$ cat src/design/integer_to_ascii_radix_assert.svh
// Assertion macros shared by the integer-to-ASCII converter RTL.
`ifndef INTEGER_TO_ASCII_RADIX_ASSERT_SVH
`define INTEGER_TO_ASCII_RADIX_ASSERT_SVH
`ifndef SYNTHESIS
// Same-cycle implication, skipped while reset is asserted.
`define ASSERT_IMPL(label, clk, rst_n, ante, cons, msg) \
    label: assert property (@(posedge clk) disable iff (!rst_n) (ante) |-> (cons)) \
        else $error(msg);
// Next-cycle implication, skipped while reset is asserted.
`define ASSERT_NEXT(label, clk, rst_n, ante, cons, msg) \
    label: assert property (@(posedge clk) disable iff (!rst_n) (ante) |=> (cons)) \
        else $error(msg);
`else
`define ASSERT_IMPL(label, clk, rst_n, ante, cons, msg)
`define ASSERT_NEXT(label, clk, rst_n, ante, cons, msg)
`endif
`endif

$ cat src/design/itoa_pkg.sv
// Constants, types and the digit table of the integer-to-ASCII converter.
package itoa_pkg;

    localparam int VALUE_WIDTH = 32;

    localparam int DEC_DIGITS = (VALUE_WIDTH * 301) / 1000 + 1;
    localparam int HEX_DIGITS = (VALUE_WIDTH + 3) / 4;
    localparam int OCT_DIGITS = (VALUE_WIDTH + 2) / 3;

    localparam int DEC_BITS = DEC_DIGITS * 4;
    localparam int HEX_BITS = HEX_DIGITS * 4;
    localparam int OCT_BITS = OCT_DIGITS * 3;

    localparam int SR_W = (DEC_BITS >= HEX_BITS)
                        ? ((DEC_BITS >= OCT_BITS) ? DEC_BITS : OCT_BITS)
                        : ((HEX_BITS >= OCT_BITS) ? HEX_BITS : OCT_BITS);

    localparam int MAX_DIGITS = (DEC_DIGITS >= HEX_DIGITS)
                              ? ((DEC_DIGITS >= OCT_DIGITS) ? DEC_DIGITS : OCT_DIGITS)
                              : ((HEX_DIGITS >= OCT_DIGITS) ? HEX_DIGITS : OCT_DIGITS);

    localparam int CNT_W = $clog2(MAX_DIGITS + 1);
    localparam int BIT_W = $clog2(VALUE_WIDTH + 1);
    localparam int CHAR_W = 7;

    localparam logic [1:0] RADIX_DEC = 2'd0;
    localparam logic [1:0] RADIX_HEX = 2'd1;
    localparam logic [1:0] RADIX_OCT = 2'd2;

    localparam logic [CHAR_W-1:0] CHAR_MINUS = 7'h2d;

    localparam logic [CHAR_W-1:0] DIGIT_SET [16] = '{
        7'h30, 7'h31, 7'h32, 7'h33, 7'h34, 7'h35, 7'h36, 7'h37,
        7'h38, 7'h39, 7'h61, 7'h62, 7'h63, 7'h64, 7'h65, 7'h66
    };

    typedef enum logic [2:0] {
        ST_IDLE,
        ST_DABBLE,
        ST_SKIP,
        ST_SIGN,
        ST_EMIT
    } state_t;

endpackage

$ cat src/design/integer_to_ascii_radix.sv
// Integer-to-ASCII converter: decimal, lower-case hexadecimal or octal digits.
//
// Input request (s_*): one number per request. s_tdata carries the value; s_tuser
// carries the signed flag and the radix code. s_tready is high only while the
// converter holds no number, so one number is converted at a time.
// Output request (m_*): one ASCII character per request, most significant digit
// first, a leading '-' for a negative signed decimal; m_tlast marks the final
// character of each number.
// Decimal numbers pass a shift-and-add-3 binary-to-BCD loop that takes one value
// bit per cycle, then leading zero digits are dropped one per cycle, then digits
// leave one per cycle, while the receiver is ready, from the same shift register.
// Hex and octal values load straight into that register and skip the BCD loop.
// A stalled receiver holds the current character in the output register and the
// converter waits; the next number is taken while the last character still waits.
// Reset empties the output register and returns the converter to idle.
`include "integer_to_ascii_radix_assert.svh"

module integer_to_ascii_radix
    import itoa_pkg::*;
(
    input  logic        clk,
    input  logic        rst_n,
    input  logic        s_tvalid,
    output logic        s_tready,
    input  logic [31:0] s_tdata,   // [31:0] value
    input  logic [2:0]  s_tuser,   // [0] is_signed, [2:1] radix_code
    output logic        m_tvalid,
    input  logic        m_tready,
    output logic [7:0]  m_tdata,   // [6:0] char_out, [7] zero
    output logic        m_tlast    // last
);

    state_t state_reg, state_next;

    logic [SR_W-1:0]        sr_reg, sr_next;
    logic [VALUE_WIDTH-1:0] bin_reg, bin_next;
    logic [BIT_W-1:0]       bit_cnt_reg, bit_cnt_next;
    logic [CNT_W-1:0]       cnt_reg, cnt_next;
    logic                   neg_reg, neg_next;
    logic                   oct_reg, oct_next;
    logic                   m_tvalid_reg, m_tvalid_next;
    logic [CHAR_W-1:0]      m_char_reg, m_char_next;
    logic                   m_last_reg, m_last_next;

    // Decode of the incoming request.
    logic [VALUE_WIDTH-1:0] in_value;
    logic [VALUE_WIDTH-1:0] in_mag;
    logic [1:0]             in_radix;
    logic                   in_hex;
    logic                   in_oct;
    logic                   in_neg;
    logic                   accept;

    // Digit at the head of the shift register and the register after one digit.
    logic [3:0]      top_digit;
    logic [SR_W-1:0] sr_shifted;
    logic            out_free;
    logic            cnt_one;

    assign in_value = s_tdata[VALUE_WIDTH-1:0];
    assign in_radix = s_tuser[2:1];
    assign in_hex   = (in_radix == RADIX_HEX);
    assign in_oct   = (in_radix == RADIX_OCT);
    // Sign only applies in decimal; the unused radix code also converts in decimal.
    assign in_neg   = !in_hex && !in_oct && s_tuser[0] && in_value[VALUE_WIDTH-1];
    // Two's complement negate gives the right magnitude for the most negative value.
    assign in_mag   = in_neg ? (~in_value + VALUE_WIDTH'(1)) : in_value;

    assign s_tready = (state_reg == ST_IDLE);
    assign accept   = s_tvalid && s_tready;

    assign top_digit  = oct_reg ? {1'b0, sr_reg[SR_W-1 -: 3]} : sr_reg[SR_W-1 -: 4];
    assign sr_shifted = oct_reg ? (sr_reg << 3) : (sr_reg << 4);
    assign out_free   = !m_tvalid_reg || m_tready;
    assign cnt_one    = (cnt_reg == CNT_W'(1));

    // Next state.
    always_comb
    begin
        state_next = state_reg;
        case (state_reg)
            ST_IDLE:
            begin
                if (accept)
                begin
                    state_next = (in_hex || in_oct) ? ST_SKIP : ST_DABBLE;
                end
            end
            ST_DABBLE:
            begin
                if (bit_cnt_reg == BIT_W'(1))
                begin
                    state_next = ST_SKIP;
                end
            end
            ST_SKIP:
            begin
                if (top_digit != 4'd0 || cnt_one)
                begin
                    state_next = neg_reg ? ST_SIGN : ST_EMIT;
                end
            end
            ST_SIGN:
            begin
                if (out_free)
                begin
                    state_next = ST_EMIT;
                end
            end
            ST_EMIT:
            begin
                if (out_free && cnt_one)
                begin
                    state_next = ST_IDLE;
                end
            end
            default:
            begin
                state_next = ST_IDLE;
            end
        endcase
    end

    // Datapath and output register.
    always_comb
    begin
        logic [DEC_BITS-1:0] bcd;
        logic [DEC_BITS-1:0] bcd_adj;

        sr_next       = sr_reg;
        bin_next      = bin_reg;
        bit_cnt_next  = bit_cnt_reg;
        cnt_next      = cnt_reg;
        neg_next      = neg_reg;
        oct_next      = oct_reg;
        m_char_next   = m_char_reg;
        m_last_next   = m_last_reg;
        m_tvalid_next = m_tvalid_reg && !m_tready;

        // BCD digits sit at the head of the shift register during the loop.
        bcd = sr_reg[SR_W-1 -: DEC_BITS];
        for (int i = 0; i < DEC_DIGITS; i++)
        begin
            bcd_adj[i*4 +: 4] = (bcd[i*4 +: 4] >= 4'd5) ? (bcd[i*4 +: 4] + 4'd3)
                                                        : bcd[i*4 +: 4];
        end

        case (state_reg)
            ST_IDLE:
            begin
                if (accept)
                begin
                    neg_next = in_neg;
                    oct_next = in_oct;
                    bin_next = in_mag;
                    bit_cnt_next = BIT_W'(VALUE_WIDTH);
                    if (in_hex)
                    begin
                        sr_next  = SR_W'(in_mag) << (SR_W - HEX_BITS);
                        cnt_next = CNT_W'(HEX_DIGITS);
                    end
                    else if (in_oct)
                    begin
                        sr_next  = SR_W'(in_mag) << (SR_W - OCT_BITS);
                        cnt_next = CNT_W'(OCT_DIGITS);
                    end
                    else
                    begin
                        sr_next  = '0;
                        cnt_next = CNT_W'(DEC_DIGITS);
                    end
                end
            end
            ST_DABBLE:
            begin
                // Correct every digit, then shift in the next value bit.
                sr_next[SR_W-1 -: DEC_BITS] = {bcd_adj[DEC_BITS-2:0], bin_reg[VALUE_WIDTH-1]};
                bin_next     = bin_reg << 1;
                bit_cnt_next = bit_cnt_reg - BIT_W'(1);
            end
            ST_SKIP:
            begin
                // Drop leading zeros, keeping at least one digit.
                if (top_digit == 4'd0 && !cnt_one)
                begin
                    sr_next  = sr_shifted;
                    cnt_next = cnt_reg - CNT_W'(1);
                end
            end
            ST_SIGN:
            begin
                if (out_free)
                begin
                    m_char_next   = CHAR_MINUS;
                    m_last_next   = 1'b0;
                    m_tvalid_next = 1'b1;
                end
            end
            ST_EMIT:
            begin
                if (out_free)
                begin
                    m_char_next   = DIGIT_SET[top_digit];
                    m_last_next   = cnt_one;
                    m_tvalid_next = 1'b1;
                    sr_next       = sr_shifted;
                    cnt_next      = cnt_reg - CNT_W'(1);
                end
            end
            default:
            begin
                m_tvalid_next = 1'b0;
            end
        endcase
    end

    always_ff @(posedge clk or negedge rst_n)
    begin
        if (!rst_n)
        begin
            state_reg    <= ST_IDLE;
            m_tvalid_reg <= 1'b0;
            bit_cnt_reg  <= '0;
            cnt_reg      <= '0;
        end
        else
        begin
            state_reg    <= state_next;
            m_tvalid_reg <= m_tvalid_next;
            bit_cnt_reg  <= bit_cnt_next;
            cnt_reg      <= cnt_next;
        end
    end

    always_ff @(posedge clk)
    begin
        sr_reg     <= sr_next;
        bin_reg    <= bin_next;
        neg_reg    <= neg_next;
        oct_reg    <= oct_next;
        m_char_reg <= m_char_next;
        m_last_reg <= m_last_next;
    end

    assign m_tvalid = m_tvalid_reg;
    assign m_tdata  = {1'b0, m_char_reg};
    assign m_tlast  = m_last_reg;

    `ASSERT_NEXT(a_accept_busy, clk, rst_n, accept, state_reg != ST_IDLE, "request taken but idle")
    `ASSERT_IMPL(a_dabble_cnt, clk, rst_n, state_reg == ST_DABBLE, bit_cnt_reg != '0, "BCD loop overrun")
    `ASSERT_IMPL(a_emit_cnt, clk, rst_n, state_reg == ST_EMIT, cnt_reg != '0, "digit count exhausted")
    `ASSERT_IMPL(a_minus_not_last, clk, rst_n, m_tvalid && (m_tdata[6:0] == CHAR_MINUS), !m_tlast, "minus marked last")

endmodule
$ cat config.mk
export PLATFORM = sky130hd
export DESIGN_NAME = integer_to_ascii_radix
export DESIGN_NICKNAME = d
export VERILOG_FILES = /design/src/design/itoa_pkg.sv /design/src/design/integer_to_ascii_radix.sv
export VERILOG_INCLUDE_DIRS = /design/src /design/src/design
export SDC_FILE = /design/constraint.sdc
export NUM_CORES = 1
export LEC_CHECK = 0
export BUFFER_PORTS_ARGS = -buffer_cell sky130_fd_sc_hd__clkbuf_2
export CAP_MARGIN = 20
export CORE_UTILIZATION = 45
export CTS_CLUSTER_SIZE = 16
export DETAILED_ROUTE_END_ITERATION = 10
export GPL_TIMING_DRIVEN = 0
export PLACE_DENSITY = 0.74
export RECOVER_POWER = 25
export SYNTH_ARGS = -nofsm -noshare
export SYNTH_HDL_FRONTEND = slang
export SYNTH_SLANG_ARGS = --single-unit
$ cat constraint.sdc
create_clock -name clk -period 4.45 [get_ports clk]
set_input_delay 0.89 -clock clk [delete_from_list [all_inputs] [get_ports clk]]
set_output_delay 0.89 -clock clk [all_outputs]
set_load 0.02 [all_outputs]
* After elaboration in Yosys (flattened, before gate mapping)
Memory sizes are Yosys's and may differ from the RTL's.
Cells that the tools add are included.
** Storage, ports and cells
- Logic and storage cells :: 129
- Bits in registers :: 96
- Output and inout port bits :: 11
- Memories kept :: 1
- Memory bits (read-only) :: 112
** Cells by class
- Add/subtract/negate cells :: 13
- Equality and inequality tests :: 15
- Bitwise operators :: 2
- Reduce and logical (&&, ||, !) cells :: 30
- Order comparisons :: 11
- Muxes and demuxes :: 47
** Memory list
- (no name shown) :: words 16, width 7, read ports 1, clocked after Yosys merged registers in 0, wr ports 0, line integer_to_ascii_radix.sv:203 : m_char_next = DIGIT_SET[top_digit];
** Operator list (count)
- $mux W40 :: 5
- $pmux W40 S4 :: 1
- $mux W32 :: 2
- $pmux W32 S2 :: 1
- $mux W4 :: 13
- $ge A4 B3 Y1 const B :: 10
- $mux W39 :: 1
- $add A4 B2 Y4 const B :: 9
- $add A32 B1 Y32 const B :: 1
- $not A32 Y32 :: 1
- $mux W7 :: 4
- $mux W3 :: 7
- $pmux W3 S5 :: 1
- $pmux W7 S2 :: 1
- $ne A2 B2 Y1 const B :: 6
- $pmux W4 S3 :: 1
- $pmux W6 S2 :: 1
- $reduce_and A4 Y1 :: 2
- $reduce_bool A4 Y1 :: 2
- $logic_and A1 B1 Y1 :: 7
- $eq A3 B2 Y1 const B :: 2
- $eq A6 B1 Y1 const B :: 1
- $mux W6 :: 1
- $sub A6 B1 Y6 const B :: 1
- other kinds (24) :: 37

* Depth between registers and ports, before layout
Gate-level depths: netlist of the first run.
- Word-level depth :: 10
- Mapped depth :: 11
- Depth with buffers taken out :: 9

* Worst setup path before layout of the first run
OpenSTA, ideal clock, no wires.
- Path kind :: flip-flop to flip-flop
- Start point :: reg state_reg[1]
- End point :: reg sr_reg[0] (enable)
- Arrival :: 3.046 ns
- Period minus slack after synthesis :: 3.428 ns
- Library setup time :: 0.382 ns
- Stages on the path, launching flop included :: 7
- Path slack :: 1.022 ns
- Data required time :: 4.068 ns
- Buffers on the path :: 2
- Cell sequence :: dfrtp_1 > clkbuf_1 > clkbuf_1 > nor3_1 > nand2_1 > nand2_1 > a31o_2
** On the way
- Longest elaborated chain between the ends :: 4
** Ends and longest elaborated chain
- from (decl) :: line integer_to_ascii_radix.sv:33 : state_t state_reg, state_next;
- from (signal assigned) :: line integer_to_ascii_radix.sv:228 : state_reg <= state_next;
- $logic_not A3 Y1 (*) :: line integer_to_ascii_radix.sv:69 : assign s_tready = (state_reg == ST_IDLE);
- net s_tready :: line integer_to_ascii_radix.sv:24 : output logic s_tready,
- $logic_and A1 B1 Y1 :: line integer_to_ascii_radix.sv:70 : assign accept = s_tvalid && s_tready;
- $ne A2 B1 Y1 (no source line)
- $reduce_and A4 Y1 (no source line) (*)
- to (signal assigned) :: line integer_to_ascii_radix.sv:237 : sr_reg <= sr_next;
- to (decl) :: line integer_to_ascii_radix.sv:35 : logic [SR_W-1:0] sr_reg, sr_next;
The timed path passes the listed nets; every way through them passes the cells marked *.
A chain may end at the register's enable or synchronous reset.

* Worst setup path after layout of the first run
- Start point :: reg oct_reg
- End point :: reg sr_reg[16] (enable)
** On the way
- Longest elaborated chain between the ends :: 5
** Ends and longest elaborated chain
- from (decl) :: line integer_to_ascii_radix.sv:40 : logic oct_reg, oct_next;
- from (signal assigned) :: line integer_to_ascii_radix.sv:240 : oct_reg <= oct_next;
- $mux W4 :: line integer_to_ascii_radix.sv:72 : assign top_digit = oct_reg ? {1'b0, sr_reg[SR_W-1 -: 3]} : sr_reg[SR_W-1 -: 4];
- $logic_not A4 Y1 :: line integer_to_ascii_radix.sv:184 : if (top_digit == 4'd0 && !cnt_one)
- $logic_and A1 B1 Y1 :: line integer_to_ascii_radix.sv:184
- $ne A2 B2 Y1 (no source line)
- $reduce_and A4 Y1 (no source line)
Every way passes these cells.

==> flow_metrics.env, run 1 <==
export IMPL_finalSetupViolCount=0
export IMPL_antenna_cells=0
export IMPL_cts_hold_buffers=0
export IMPL_final_nets=813
export IMPL_top_level_ports=50
export IMPL_finalHoldViolations=0
export IMPL_combPwrFrac_pct=47.9
export IMPL_status="finished clean"
export IMPL_synth_top_flop_cell="edfxtp_1"
export IMPL_synth_seq_area_share_pct=42.5
export IMPL_cts_repair_resize_count=0
export IMPL_layout_common_cells="a21oi_1 (94), edfxtp_1 (81), nor2_1 (79)"
export IMPL_portBuffers=47
export IMPL_cts_made_buffers=9
export IMPL_ir_worst_vdd_mv=0.361
export IMPL_p_int_mw=3.12
export IMPL_rows=43
export IMPL_layout_cells_most_common="a21oi_1"
export IMPL_timing_reg2reg_setup_slack_ns=0.61
export IMPL_die_h_um=123
export IMPL_min_path_type="register to register"
export IMPL_grt_antenna_before_repair=0
export IMPL_drive_above_1_share_pct=8.95
export IMPL_cts_sinks=95
export IMPL_vias_per_cell=5.95
export IMPL_cp_required_ns=4.51
export IMPL_gp_congestion=0.871
export IMPL_rsz0062_at_grt="false"
export IMPL_drcViolationCount=0
export IMPL_grt_pass1_wl_um=27300
export IMPL_dr_pass1_iters=7
export IMPL_post_cts_buffers=0
export IMPL_grt_max_degree=41
export IMPL_grt_pass1_vias=5175
export IMPL_postRouteAntennaNets=0
export IMPL_syn_area_per_cell_um2=9.55
export IMPL_core_area_mm2=0.0140
export IMPL_overflow=0
export IMPL_cts_tree="built"
export IMPL_clock_path_buffers=2
export IMPL_seqPwrFrac_pct=36.2
export IMPL_switching_share_pct=42.3
export IMPL_layout_area_overhead_vs_synth_pct=12.3
export IMPL_power_leakage_nw=2.79
export IMPL_p_switching_mw=2.28
export IMPL_synth_area_mm2=0.00654
export IMPL_ys_top_cells_by_area="edfxtp_1 (37%), a21oi_1 (7.2%), mux2i_1 (6.0%)"
export IMPL_startpoint="oct_reg"
export IMPL_clock_skew_ns=0.00569
export IMPL_root_buffer="clkbuf_16"
export IMPL_slew_violations=0
export IMPL_max_freq_mhz=260
export IMPL_synthCells=685
export IMPL_r2r_cells=9
export IMPL_holdWs_ns=0.511
export IMPL_finalCritPeriodShare_pct=86.4
export IMPL_r2r_start="oct_reg"
export IMPL_insertion_delay_ns=0.36
export IMPL_fin_crit_ns=3.84
export IMPL_largest_reg_flops=40
export IMPL_crit_type="register to register"
export IMPL_start_util_pct=46.6
export IMPL_final_util_pct=52.3
export IMPL_r2r_end="sr_reg[16]"
export IMPL_finalPower_mw=5.40
export IMPL_drt_initial_drc_count=448
export IMPL_worstPathMaxFanout=26
export IMPL_p_clk_share_pct=15.9
export IMPL_syn_num_nets=754
export IMPL_routed_wl_um=17200
export IMPL_arrival_ns=3.90
export IMPL_critPathLaunchType="register"
export IMPL_ys_ff_latch=95
export IMPL_synth_cell_types=53
export IMPL_h_tree_depth=3
export IMPL_die_w_um=123
export IMPL_synth_largest_area_cell="edfxtp_1"
export IMPL_fin_tns_setup_ns=0
export IMPL_via_count=5529
export IMPL_grt_usage_pct=24.3
export IMPL_dieArea_mm2=0.0150
export IMPL_worst_setup_path_end_kind="register"
export IMPL_dp_hpwl_um=12100
export IMPL_worst_slew_pin_slew_ns=0.926
export IMPL_p_per_area_mw_per_mm2=735
export IMPL_crit_end="sr_reg[16]"
export IMPL_drv_cap=0
export IMPL_yosysTopAreaCellShare_pct=37.2
export IMPL_path_clk_slew_ns=0.06
export IMPL_synth_edf_count=81
export IMPL_synth_warnings=0
export IMPL_relSlewSlack_pct=38.3
export IMPL_wire_per_inst_um=18.5
export IMPL_async_flop_share_pct=14.7
critical path, stage by stage, from the launching register on:
cell	delay [ns]
edfxtp_1	0.35
clkbuf_1	0.61
clkbuf_1	0.45
o21a_1	0.26
ha_1	0.17
nor4bb_1	0.26
nand3_1	0.13
a21oi_1	0.50
a31o_2	0.55
buf_12	0.25
cells by family (layout without fill, tap and decap cells):
kind of cell	after synthesis	after routing	share of synthesized area [%]
fa+ha+maj	30	30	5.74
flops	95	95	42.5
mux	41	41	6.31
other cells	2	2	0.115
compound gates	205	205	19.6
buf+inv	71	135	4.19
xor+xnor	45	45	6.14
simple gates	196	196	15.4
cell type report:
class,count,area (µm²)
Sequential cell,95,2780
Fill cell,1300,6700
Timing Repair Buffer,48,243
Clock inverter,2,35.0
Inverter,36,135
Multi-Input combinational cell,519,3490
Buffer,35,139
Tap cell,180,225
Clock buffer,14,297
synth_stat cells, types with 9 or more instances:
cell type  instances
a21oi_1           94
clkbuf_1          25
dfrtp_1           14
edfxtp_1          81
ha_1              30
inv_1             36
mux2i_1           39
nand2_1           32
nand2b_1          16
nand3_1            9
nor2_1            79
nor3_1            12
nor3b_1           18
o21ai_0           29
o221ai_1          27
o22a_1            12
o22ai_1           12
xnor2_1           30
xor2_1            14
metrics by stage:
stage / cells / setup slack (ns) / cell area (µm²)
floorplan: 685 / 1.02 / 6540
global placement: 912 / 0.393 / 7000
detailed placement: 912 / 0.409 / 7010
CTS: 928 / 0.401 / 7340
global route: 929 / 0.261 / 7340
finish: 929 / 0.607 / 7340
power by group through the flow:
stage | clock (mW) | combinational (mW) | sequential, mW
global placement | 0 | 2.46 | 1.96
detailed placement | 0 | 2.51 | 1.97
finish | 0.856 | 2.59 | 1.95
floorplan | 0 | 1.89 | 1.89
global route | 0.895 | 2.89 | 2.01
CTS | 0.865 | 2.54 | 1.95
worst min-delay path by stage:
| stage | from | to | slack [ns] | cells after the start |
|---|---|---|---|---|
| 2_1_floorplan | bit_cnt_reg[4] | bit_cnt_reg[4] | 0.47 | 1 |
| 3_3_place_gp | bit_cnt_reg[4] | bit_cnt_reg[4] | 0.50 | 1 |
| 3_5_place_dp | bit_cnt_reg[4] | bit_cnt_reg[4] | 0.50 | 1 |
| 4_1_cts | rst_n | m_tvalid | 0.43 | 1 |
| 5_1_grt | bit_cnt_reg[1] | bit_cnt_reg[1] | 0.55 | 2 |
| 6_report | bit_cnt_reg[4] | bit_cnt_reg[4] | 0.51 | 1 |
metal layers:
metal / wire length [µm] / share of wire, % / vias to the layer above / GRT usage (%)
met3: 1090 / 6.3 / 45 / 3.81
li1: - / - / 2674 / -
met2: 8160 / 47 / 192 / 39.5
met1: 7360 / 43 / 2618 / 31.5
met4: 613 / 3.6 / 0 / 12.2
met5: 0 / 0 / - / 0
No activity file was read; power rests on OpenSTA's default activity.
==> inputs of run 2 (changes only) <==
--- a/config.mk
+++ b/config.mk
@@ -15,3 +15,2 @@
 export PLACE_DENSITY = 0.74
-export RECOVER_POWER = 25
 export SYNTH_ARGS = -nofsm -noshare
==> constraint.sdc (replaced) <==
create_clock -name clk -period 4.45 [get_ports clk]
set_input_delay 0.2225 -clock clk [delete_from_list [all_inputs] [get_ports clk]]
set_output_delay 0.2225 -clock clk [all_outputs]
set_load 0.02 [all_outputs]
==> run 2 against run 1 <==
  * Sequential cell count unchanged
  * Setup slack improved by 0.013 ns
  * Global-route usage about the same
  * Via count grew 0.36%
  * Clock skew increased by 0.00053 ns
  * Register-to-register slack hardly changed
==> flow_metrics.env, run 2 (synthesis results as in run 1) <==
export IMPL_status="finished clean"
export IMPL_vias_per_cell=5.97
export IMPL_start_util_pct=46.6
export IMPL_insertion_delay_ns=0.36
export IMPL_crit_end="sr_reg[16]"
export IMPL_wire_per_inst_um=18.6
export IMPL_ir_worst_vdd_mv=0.359
export IMPL_crit_type="register to register"
export IMPL_dp_hpwl_um=12100
export IMPL_cp_required_ns=4.51
export IMPL_clock_skew_ns=0.00621
export IMPL_grt_max_degree=41
export IMPL_max_freq_mhz=261
export IMPL_largest_reg_flops=40
export IMPL_path_clk_slew_ns=0.07
export IMPL_rsz0062_at_grt="false"
export IMPL_drive_above_1_share_pct=10.3
export IMPL_worst_setup_path_end_kind="register"
export IMPL_seqPwrFrac_pct=36.1
export IMPL_post_cts_buffers=0
export IMPL_rows=43
export IMPL_worstPathMaxFanout=26
export IMPL_drt_initial_drc_count=444
export IMPL_arrival_ns=3.89
export IMPL_switching_share_pct=42.3
export IMPL_final_nets=814
export IMPL_power_leakage_nw=2.82
export IMPL_overflow=0
export IMPL_post_place_cells=912
export IMPL_p_switching_mw=2.29
export IMPL_routed_wl_um=17300
export IMPL_critPathLaunchType="register"
export IMPL_antenna_cells=0
export IMPL_layout_area_overhead_vs_synth_pct=12.6
export IMPL_r2r_end="sr_reg[16]"
export IMPL_gp_congestion=0.871
export IMPL_top_level_ports=50
export IMPL_relSlewSlack_pct=36.4
export IMPL_die_w_um=123
export IMPL_combPwrFrac_pct=48.0
export IMPL_p_clk_share_pct=15.9
export IMPL_min_path_type="input pin to register"
export IMPL_fin_crit_ns=3.83
export IMPL_grt_antenna_before_repair=0
export IMPL_postRouteAntennaNets=0
export IMPL_cts_made_buffers=9
export IMPL_clock_path_buffers=2
export IMPL_root_buffer="clkbuf_16"
export IMPL_finalCritPeriodShare_pct=86.1
export IMPL_portBuffers=47
export IMPL_dr_pass1_iters=5
export IMPL_finalSetupViolCount=0
export IMPL_die_h_um=123
export IMPL_drv_cap=0
export IMPL_startpoint="oct_reg"
export IMPL_p_per_area_mw_per_mm2=735
export IMPL_h_tree_depth=3
export IMPL_r2r_cells=9
export IMPL_n_fill_cell=1291
export IMPL_cts_repair_resize_count=0
export IMPL_final_util_pct=52.5
export IMPL_p_int_mw=3.12
export IMPL_core_area_mm2=0.0140
export IMPL_grt_pass1_vias=5181
export IMPL_grt_pass1_wl_um=27400
export IMPL_grt_usage_pct=24.4
export IMPL_slew_violations=0
export IMPL_layout_cells_most_common="a21oi_1"
export IMPL_timing_reg2reg_setup_slack_ns=0.62
export IMPL_finalHoldViolations=0
export IMPL_via_count=5549
export IMPL_fin_tns_setup_ns=0
export IMPL_r2r_start="oct_reg"
export IMPL_stdcell_count=930
export IMPL_drcViolationCount=0
export IMPL_cts_sinks=95
export IMPL_cts_tree="built"
export IMPL_dieArea_mm2=0.0150
export IMPL_layout_common_cells="a21oi_1 (94), edfxtp_1 (81), nor2_1 (79)"
export IMPL_worst_slew_pin_slew_ns=0.954
export IMPL_finalPower_mw=5.41
-- run 2: power groups by stage --
stage | logic (mW) | registers, mW | clock network, mW
finish | 2.60 | 1.96 | 0.859
global route | 2.89 | 2.01 | 0.895
CTS | 2.54 | 1.95 | 0.865
detailed placement | 2.51 | 1.97 | 0
global placement | 2.46 | 1.96 | 0
floorplan | 1.89 | 1.89 | 0
-- run 2: area by class of cell --
cell class | instances | area (µm²) | share of cell area, %
Buffer | 35 | 139 | 1.89
Inverter | 36 | 135 | 1.83
Timing Repair Buffer | 49 | 265 | 3.60
Clock inverter | 2 | 35.0 | 0.476
Multi-Input combinational cell | 519 | 3490 | 47.4
Clock buffer | 14 | 297 | 4.03
Sequential cell | 95 | 2780 | 37.8
Tap cell | 180 | 225 | 3.06
-- run 2: layer usage --
layer  GRT usage, %  wire length (µm)
met5              0                 0
met1           31.5              7450
met3           3.81              1060
met4           12.2               643
met2           39.6              8110
-- run 2: how the worst min path moves through the flow --
stage / from / to / slack [ns] / depth (start not counted)
finish: m_tready / m_tvalid / 0.23 / 4
global route: s_tdata[0] / sr_reg[8] / 0.29 / 3
CTS: m_tready / m_tvalid / 0.23 / 4
detailed placement: rst_n / bit_cnt_reg[5] / 0.15 / 1
global placement: rst_n / bit_cnt_reg[5] / 0.15 / 1
floorplan: rst_n / bit_cnt_reg[0] / -0.07 / 0
-- run 2: through the flow --
step | worst slack (ns) | instance area, µm² | hold slack [ns]
after floorplan | 1.02 | 6540 | -0.0731
after global placement | 0.393 | 7000 | 0.148
after detailed placement | 0.409 | 7010 | 0.149
after CTS | 0.401 | 7350 | 0.227
after global routing | 0.261 | 7370 | 0.292
final | 0.620 | 7370 | 0.235
-- run 2: repair_timing --
action                                  in CTS  in global routing
endpoints found under the setup margin       0                  0
hold buffers                                 1                  0
hold endpoints to repair                    14                  0
-- run 2: critical path: stages (launching register included) --
cell,delay (ns)
edfxtp_1,0.35
clkbuf_1,0.60
clkbuf_1,0.45
o21a_1,0.26
ha_1,0.17
nor4bb_1,0.26
nand3_1,0.13
a21oi_1,0.50
a31o_2,0.55
buf_12,0.25
